`config.mk`:
```
export PLATFORM = sky130hd
export DESIGN_NAME = fibonacci_mod_prime_matrix_power_core_flat
export DESIGN_NICKNAME = d
export VERILOG_FILES = /design/src/rtl/core/fmpm_pkg.sv /design/src/rtl/core/fmpm_index_if.sv /design/src/rtl/core/fmpm_value_if.sv /design/src/rtl/core/fmpm_mac.sv /design/src/rtl/core/fibonacci_mod_prime_matrix_power_core.sv /design/src/flat_wrapper.sv
export SDC_FILE = /design/constraint.sdc
export NUM_CORES = 2
export LEC_CHECK = 0
export BUFFER_PORTS_ARGS = -buffer_cell sky130_fd_sc_hd__buf_2
export CORE_MARGIN = 4
export CORE_UTILIZATION = 30
export DETAILED_ROUTE_END_ITERATION = 7
export GPL_ROUTABILITY_DRIVEN = 0
export PLACE_DENSITY_LB_ADDON = 0.12
export SLEW_MARGIN = 15
export SYNTH_ARGS = -nofsm -noshare
export SYNTH_HDL_FRONTEND = slang
export SYNTH_HIERARCHICAL = 1
export SYNTH_SLANG_ARGS = --single-unit
```
`constraint.sdc`:
```
create_clock -name clk -period 18.6 [get_ports clk]
set_input_delay 4.65 -clock clk [delete_from_list [all_inputs] [get_ports clk]]
set_output_delay 4.65 -clock clk [all_outputs]
set_load 0.02 [all_outputs]
```
`src/rtl/core/fmpm_pkg.sv`:
```
// ----------------------------------------------------------------------------
// fmpm_pkg
// Shared constants and types for the Fibonacci matrix-power core.
// ----------------------------------------------------------------------------
`default_nettype none

package fmpm_pkg;

	localparam int unsigned INDEX_W = 63;
	localparam int unsigned VALUE_W = 30;

	// Modulus and Barrett constant: floor(2^60 / p)
	localparam logic [VALUE_W-1:0] PRIME      = 30'd1000000007;
	localparam logic [30:0]        BARRETT_MU = 31'd1152921496;
	localparam logic [31:0]        PRIME_X1   = 32'd1000000007;
	localparam logic [31:0]        PRIME_X2   = 32'd2000000014;

	typedef logic [VALUE_W-1:0] resid_t;

	// multiply-add-reduce request: res = (a*b + c) mod p
	typedef struct packed {
		logic   start;
		resid_t a;
		resid_t b;
		resid_t c;
	} mac_req_t;

	typedef struct packed {
		logic   done;
		resid_t res;
	} mac_rsp_t;

endpackage

`default_nettype wire

```
`src/rtl/core/fmpm_index_if.sv`:
```
// ----------------------------------------------------------------------------
// fmpm_index_if
// Input channel: one exponent per item, valid/ready handshake.
// ----------------------------------------------------------------------------
`default_nettype none

interface fmpm_index_if;

	logic                            valid;
	logic                            ready;
	logic [fmpm_pkg::INDEX_W-1:0]    index;

	modport source (output valid, output index, input ready);
	modport sink   (input valid, input index, output ready);

endinterface

`default_nettype wire

```
`src/rtl/core/fmpm_value_if.sv`:
```
// ----------------------------------------------------------------------------
// fmpm_value_if
// Output channel: one residue per item, valid/ready handshake.
// ----------------------------------------------------------------------------
`default_nettype none

interface fmpm_value_if;

	logic                            valid;
	logic                            ready;
	logic [fmpm_pkg::VALUE_W-1:0]    value;

	modport source (output valid, output value, input ready);
	modport sink   (input valid, input value, output ready);

endinterface

`default_nettype wire

```
`src/rtl/core/fmpm_mac.sv`:
```
// ----------------------------------------------------------------------------
// fmpm_mac
// Multi-cycle (a*b + c) mod p on one shared 31x31 multiplier, Barrett reduction.
// ----------------------------------------------------------------------------
`default_nettype none

module fmpm_mac (
	input  wire logic               clk,
	input  wire logic               arst_n,
	input  wire fmpm_pkg::mac_req_t req,
	output fmpm_pkg::mac_rsp_t      rsp
);

	typedef enum logic [2:0] {
		M_IDLE,
		M_PROD,
		M_SUM,
		M_MU,
		M_QP,
		M_SUB,
		M_FIX,
		M_DONE
	} mstate_t;

	mstate_t          state_q;
	fmpm_pkg::resid_t a_q, b_q, c_q, res_q;
	logic [61:0]      prod_q;
	logic [59:0]      x_q;
	logic [31:0]      r_q;

	logic [30:0]      mul_a, mul_b;
	logic [61:0]      mul_p;
	logic [32:0]      r_m1, r_m2;
	fmpm_pkg::resid_t r_fix;

	// operand select for the one multiplier
	always_comb begin
		case (state_q)
			M_MU: begin
				mul_a = x_q[59:29];
				mul_b = fmpm_pkg::BARRETT_MU;
			end
			M_QP: begin
				mul_a = prod_q[61:31];	// quotient estimate
				mul_b = {1'b0, fmpm_pkg::PRIME};
			end
			default: begin
				mul_a = {1'b0, a_q};
				mul_b = {1'b0, b_q};
			end
		endcase
	end

	assign mul_p = {31'b0, mul_a} * {31'b0, mul_b};

	// remainder is below 3p: at most two subtractions
	assign r_m1 = {1'b0, r_q} - {1'b0, fmpm_pkg::PRIME_X1};
	assign r_m2 = {1'b0, r_q} - {1'b0, fmpm_pkg::PRIME_X2};

	always_comb begin
		if (!r_m2[32]) begin
			r_fix = r_m2[fmpm_pkg::VALUE_W-1:0];
		end else if (!r_m1[32]) begin
			r_fix = r_m1[fmpm_pkg::VALUE_W-1:0];
		end else begin
			r_fix = r_q[fmpm_pkg::VALUE_W-1:0];
		end
	end

	always_ff @(posedge clk or negedge arst_n) begin
		if (!arst_n) begin
			state_q <= M_IDLE;
		end else begin
			case (state_q)
				M_IDLE: begin
					if (req.start) begin
						a_q     <= req.a;
						b_q     <= req.b;
						c_q     <= req.c;
						state_q <= M_PROD;
					end
				end
				M_PROD: begin
					prod_q  <= mul_p;
					state_q <= M_SUM;
				end
				M_SUM: begin
					x_q     <= prod_q[59:0] + {30'b0, c_q};
					state_q <= M_MU;
				end
				M_MU: begin
					prod_q  <= mul_p;
					state_q <= M_QP;
				end
				M_QP: begin
					prod_q  <= mul_p;
					state_q <= M_SUB;
				end
				M_SUB: begin
					r_q     <= x_q[31:0] - prod_q[31:0];
					state_q <= M_FIX;
				end
				M_FIX: begin
					res_q   <= r_fix;
					state_q <= M_DONE;
				end
				M_DONE: begin
					state_q <= M_IDLE;
				end
				default: begin
					state_q <= M_IDLE;
				end
			endcase
		end
	end

	assign rsp.done = (state_q == M_DONE);
	assign rsp.res  = res_q;

endmodule

`default_nettype wire

```
`src/rtl/core/fibonacci_mod_prime_matrix_power_core.sv`:
```
// ----------------------------------------------------------------------------
// fibonacci_mod_prime_matrix_power_core
// F(n+1) mod 1000000007 by square-and-multiply of [[1,1],[1,0]].
// ----------------------------------------------------------------------------
//
//   channel | dir | fields        | handshake
//   --------+-----+---------------+------------------------------
//   req     | in  | index [62:0]  | valid/ready, taken when both high
//   rsp     | out | value [29:0]  | valid/ready, taken when both high
//
// One item at a time; req.ready is high only while the sequencer is idle.
// Every matrix entry term goes through the shared mac unit, and a 2x2 product
// takes eight terms. An item runs popcount(n) + msb(n) products (msb(n) is
// the position of the top set bit), and none for index zero.
// Reset clears the sequencer and the output valid; matrices are payload only.
// A result waiting on rsp holds the finish state until the slot frees.
//
`default_nettype none

module fibonacci_mod_prime_matrix_power_core (
	input  wire logic    clk,
	input  wire logic    arst_n,
	fmpm_index_if.sink   req,
	fmpm_value_if.source rsp
);

	typedef enum logic [1:0] {
		S_IDLE,
		S_ISSUE,
		S_WAIT,
		S_FIN
	} state_t;

	// which product is running: acc*base or base*base
	typedef enum logic {
		PH_ACC,
		PH_SQR
	} phase_t;

	state_t                       state_q;
	phase_t                       phase_q;
	logic [2:0]                   step_q;	// {i, j, k}
	logic [fmpm_pkg::INDEX_W-1:0] n_q;
	fmpm_pkg::resid_t             run_q;	// partial sum of the current entry
	fmpm_pkg::resid_t             acc_q  [4];
	fmpm_pkg::resid_t             base_q [4];
	fmpm_pkg::resid_t             tmp_q  [4];
	fmpm_pkg::resid_t             fin_q;
	fmpm_pkg::resid_t             value_q;
	logic                         vld_q;

	fmpm_pkg::mac_req_t           mac_req;
	fmpm_pkg::mac_rsp_t           mac_rsp;

	logic [1:0]                   x_idx, y_idx;
	logic                         out_free;

	// left operand is entry (i,k), right operand entry (k,j)
	assign x_idx = {step_q[2], step_q[0]};
	assign y_idx = {step_q[0], step_q[1]};

	always_comb begin
		mac_req.start = (state_q == S_ISSUE);
		mac_req.a     = (phase_q == PH_ACC) ? acc_q[x_idx] : base_q[x_idx];
		mac_req.b     = base_q[y_idx];
		mac_req.c     = step_q[0] ? run_q : '0;
	end

	fmpm_mac u_mac (
		.clk    (clk),
		.arst_n (arst_n),
		.req    (mac_req),
		.rsp    (mac_rsp)
	);

	assign out_free  = !vld_q || rsp.ready;
	assign req.ready = (state_q == S_IDLE);
	assign rsp.valid = vld_q;
	assign rsp.value = value_q;

	always_ff @(posedge clk or negedge arst_n) begin
		if (!arst_n) begin
			state_q <= S_IDLE;
			phase_q <= PH_ACC;
			step_q  <= '0;
			vld_q   <= 1'b0;
		end else begin
			// load the output slot from the finish state, else drain it
			if (state_q == S_FIN && out_free) begin
				vld_q <= 1'b1;
			end else if (vld_q && rsp.ready) begin
				vld_q <= 1'b0;
			end

			case (state_q)
				S_IDLE: begin
					if (req.valid) begin
						n_q       <= req.index;
						step_q    <= '0;
						phase_q   <= req.index[0] ? PH_ACC : PH_SQR;
						// acc = identity, base = Q
						acc_q[0]  <= fmpm_pkg::resid_t'(1);
						acc_q[1]  <= '0;
						acc_q[2]  <= '0;
						acc_q[3]  <= fmpm_pkg::resid_t'(1);
						base_q[0] <= fmpm_pkg::resid_t'(1);
						base_q[1] <= fmpm_pkg::resid_t'(1);
						base_q[2] <= fmpm_pkg::resid_t'(1);
						base_q[3] <= '0;
						if (req.index == '0) begin
							fin_q   <= fmpm_pkg::resid_t'(1);
							state_q <= S_FIN;
						end else begin
							state_q <= S_ISSUE;
						end
					end
				end

				S_ISSUE: begin
					state_q <= S_WAIT;
				end

				S_WAIT: begin
					if (mac_rsp.done) begin
						step_q <= step_q + 3'd1;
						if (!step_q[0]) begin
							run_q   <= mac_rsp.res;
							state_q <= S_ISSUE;
						end else begin
							tmp_q[step_q[2:1]] <= mac_rsp.res;
							if (step_q == 3'd7) begin
								// product complete: commit it
								if (phase_q == PH_ACC) begin
									acc_q[0] <= tmp_q[0];
									acc_q[1] <= tmp_q[1];
									acc_q[2] <= tmp_q[2];
									acc_q[3] <= mac_rsp.res;
									if (n_q[fmpm_pkg::INDEX_W-1:1] == '0) begin
										// last set bit done, no more squaring
										fin_q   <= tmp_q[0];
										state_q <= S_FIN;
									end else begin
										phase_q <= PH_SQR;
										state_q <= S_ISSUE;
									end
								end else begin
									base_q[0] <= tmp_q[0];
									base_q[1] <= tmp_q[1];
									base_q[2] <= tmp_q[2];
									base_q[3] <= mac_rsp.res;
									n_q       <= n_q >> 1;
									phase_q   <= n_q[1] ? PH_ACC : PH_SQR;
									state_q   <= S_ISSUE;
								end
							end else begin
								state_q <= S_ISSUE;
							end
						end
					end
				end

				S_FIN: begin
					if (out_free) begin
						value_q <= fin_q;
						state_q <= S_IDLE;
					end
				end

				default: begin
					state_q <= S_IDLE;
				end
			endcase
		end
	end

endmodule

`default_nettype wire
```
`src/flat_wrapper.sv`:
```
// flat-port wrapper written by rule: the top's interface ports become plain ports
module fibonacci_mod_prime_matrix_power_core_flat 
  (clk, arst_n, req_valid, req_index, req_ready, rsp_valid, rsp_value, rsp_ready);
  fmpm_index_if req_i ();
  fmpm_value_if rsp_i ();
  input  wire logic clk;
  input  wire logic arst_n;
  input wire logic [$bits(req_i.valid)-1:0] req_valid;
  input wire logic [$bits(req_i.index)-1:0] req_index;
  output wire logic [$bits(req_i.ready)-1:0] req_ready;
  output wire logic [$bits(rsp_i.valid)-1:0] rsp_valid;
  output wire logic [$bits(rsp_i.value)-1:0] rsp_value;
  input wire logic [$bits(rsp_i.ready)-1:0] rsp_ready;
  assign req_i.valid = req_valid;
  assign req_i.index = req_index;
  assign req_ready = req_i.ready;
  assign rsp_valid = rsp_i.valid;
  assign rsp_value = rsp_i.value;
  assign rsp_i.ready = rsp_ready;
  fibonacci_mod_prime_matrix_power_core u_core (.clk(clk), .arst_n(arst_n), .req(req_i), .rsp(rsp_i));
endmodule
```
==> results.json <==
{
  "io_buffers": 98,
  "multi_input_area_um2": 38200,
  "timing.fmax_mhz": 90.1,
  "rr_worst_depth": 31,
  "met1_usage_pct": 29.0,
  "cpPeakStageDelay_ps": 1040,
  "yosys_register_bits": 766,
  "drv_slew": 0,
  "ant_nets": 0,
  "ys_warn_count": 6,
  "rsz0062_at_grt": "no",
  "final.setup_skew_ps": 46.5,
  "post_cts_resized": 0,
  "r2r_slack_ps": 7510,
  "yosys-top-cells-area": "edfxtp_1 (35%), fa_1 (26%), ha_1 (6.2%)",
  "cts-root-buf": "clkbuf_16",
  "timing.final.ws_setup_ps": 7510,
  "synth.distinct_cells": 97,
  "critPathMaxFanout": 75,
  "cts.sinks": 766,
  "async_flop_share_pct": 1.31,
  "grt.met3_usage_pct": 2.21,
  "hold_path_depth": 0,
  "cts_made_buffers": 83,
  "vias_per_cell": 5.00,
  "hold_path.startpoint": "u_core/fin_q[3]",
  "path_clk_slew_ps": 60,
  "avgSynthCellArea_um2": 11.1,
  "drive_above_1_share_pct": 10.1,
  "syn_to_final_growth_pct": 10.1,
  "drt_iter0_markers": 3716,
  "finalNonFillerCells": 8823,
  "synth_top_area_share_pct": 34.7,
  "dieArea_um2": 226000,
  "cp_common_cell": "fa_1",
  "tns_ps": 0,
  "min_to": "u_core/rsp.value[3]",
  "critical_path_arrival_ps": 11520,
  "synth_area_um2": 65500,
  "nNetsFinal": 7133,
  "final_common_cell": "inv_1",
  "ff_latch_area_um2": 23000,
  "place_ws_ps": 7630,
  "synth_ff_type": "edfxtp_1",
  "critical_path_class": "register to register",
  "core_um2": 217000,
  "h-tree-depth": 3,
  "cts_setup_buffers": 0,
  "tightest_slew_ps": 1260,
  "track_usage_pct": 20.6,
  "max_slew_margin_pct": 15.9,
  "grt_antenna_before_repair": 11,
  "setup_viol": 0,
  "cts_tree": "built",
  "worstSkewPairLatency_ps": 680,
  "fp.dieH_um": 475,
  "met2_usage_pct": 33.3,
  "num_vias": 44100,
  "layout_common_cells": "inv_1 (875), fa_1 (839), edfxtp_1 (756)",
  "cpMaxStageDelayCell": "nor2_2",
  "syn_inst": 5895,
  "finalCritPeriodShare_pct": 59.6,
  "maxCapViolCount": 0,
  "rows": 171,
  "initial_utilization_pct": 30.2,
  "grt_max_degree": 121,
  "cts_hold_buf": 0,
  "firstDrtPassIters": 5,
  "worst_setup_path_start_kind": "register",
  "routed_wl_mm": 231,
  "r2r-end": "u_core/u_mac/prod_q[61]",
  "grt-ovfl-total": 0,
  "synth_area_leader_cell": "edfxtp_1",
  "grt_pass1_wl_mm": 338,
  "fill_cells": 21900,
  "drc": 0,
  "busiest_layer": "met2",
  "yosysSeqAreaShare_pct": 35.0,
  "io_pins": 99,
  "first_global_vias": 46700,
  "critPathRequiredTime_ps": 19020,
  "hold_viol": 0,
  "synth_edf_count": 756,
  "holdCritPathClass": "register to register",
  "dp.cells": 8672,
  "wire_per_inst_um": 26.2,
  "end_kind": "register",
  "reg2reg_from": "u_core/u_mac/state_q[1]",
  "outcome": "completed",
  "cts_buffer_depth": 3,
  "fin_crit_ps": 11090,
  "die_w_um": 475,
  "dp_hpwl_mm": 171
}
-- registers in the layout, indices dropped and copies added, names as in the netlist --
register	count
u_core/u_mac/state_q	3
u_core/u_mac/x_q	60
u_core/u_mac/prod_q	62
u_core/base_q	120
u_core/step_q	3
u_core/n_q	62
u_core/u_mac/b_q	30
u_core/phase_q	1
u_core/rsp.valid	1
u_core/fin_q	30
u_core/acc_q	120
u_core/run_q	30
u_core/u_mac/a_q	30
u_core/u_mac/res_q	30
u_core/state_q	2
u_core/u_mac/r_q	32
u_core/rsp.value	30
u_core/u_mac/c_q	30
u_core/tmp_q	90
-- kinds of logic (layout without fill, tap and decap cells) --
| group | after synthesis | in the layout | synth area share (%) |
|---|---|---|---|
| simple gates | 1811 | 1811 | 12.8 |
| buf+inv | 1172 | 1240 | 6.90 |
| compound gates | 627 | 627 | 6.41 |
| fa+ha+maj | 1163 | 1163 | 31.8 |
| other cells | 2 | 8 | 0.0115 |
| xor+xnor | 168 | 168 | 2.25 |
| mux | 186 | 186 | 4.74 |
| flops | 766 | 766 | 35.0 |
-- metal layers --
layer / vias up / wire length [um] / part of all wire [%]
met3: 276 / 12000 / 5.2
met5: - / 12 / 0.0052
met2: 1444 / 108000 / 47
li1: 19300 / - / -
met1: 23100 / 104000 / 45
met4: 2 / 7780 / 3.4
-- cells in the mapped netlist, drive strengths merged, types with 10 or more instances --
| cell | n |
|---|---|
| or3 | 16 |
| buf | 68 |
| inv | 875 |
| nand3 | 41 |
| nor4 | 47 |
| nor2 | 593 |
| a31o | 12 |
| and2 | 321 |
| and3 | 33 |
| nand2b | 22 |
| a21oi | 175 |
| nor2b | 23 |
| ha | 324 |
| clkbuf | 229 |
| o21a | 40 |
| mux4 | 90 |
| a31oi | 24 |
| o211ai | 17 |
| dfrtp | 10 |
| xnor2 | 99 |
| mux2 | 91 |
| o21ai | 121 |
| a211oi | 15 |
| o21bai | 27 |
| edfxtp | 756 |
| a21o | 82 |
| xor2 | 69 |
| o22a | 25 |
| nand4 | 42 |
| fa | 839 |
| nand2 | 602 |
| nor3 | 31 |
-- through the flow --
step	hold slack (ps)	area, um^2	util (%)
3_3_place_gp	405	69400	32.0
2_1_floorplan	400	65500	-
6_report	416	72100	33.2
3_5_place_dp	406	69400	32.0
4_1_cts	419	72100	33.2
5_1_grt	420	72100	33.2
-- worst max-delay path by stage --
stage	start	endpoint	slack (ps)	cells past startpoint
floorplan	req_valid	u_core/base_q[0][0]	7280	4
global placement	u_core/u_mac/state_q[0]	u_core/u_mac/prod_q[61]	7820	31
detailed placement	u_core/u_mac/state_q[1]	u_core/u_mac/prod_q[61]	7630	31
CTS	u_core/u_mac/state_q[1]	u_core/u_mac/prod_q[61]	7560	31
global route	u_core/u_mac/state_q[1]	u_core/u_mac/prod_q[61]	7110	31
finish	u_core/u_mac/state_q[1]	u_core/u_mac/prod_q[61]	7510	31
-- critical path: cells and delay by family (launching register included) --
kind	cells	cell delay [ps]
buffers and inverters	8	1420
XOR/XNOR	1	130
AO/OA/AOI/OAI	5	1520
adder cells (fa/ha/maj)	10	4980
AND/OR/NAND/NOR	7	2320
flip-flops	1	400
-- area by class of cell --
class	count	share of cell area [%]
diodes	2	0.00694
clock buffers	107	3.04
inverters	875	4.56
repair buffers	216	1.91
well taps	2854	4.95
flip-flops and latches	766	31.9
clock inverters	42	0.646
multi-input cells	3961	53.0
Power is left out: the tool's default activity adds up to more than one toggle a clock period on the data nets, which glitch-free logic cannot reach.
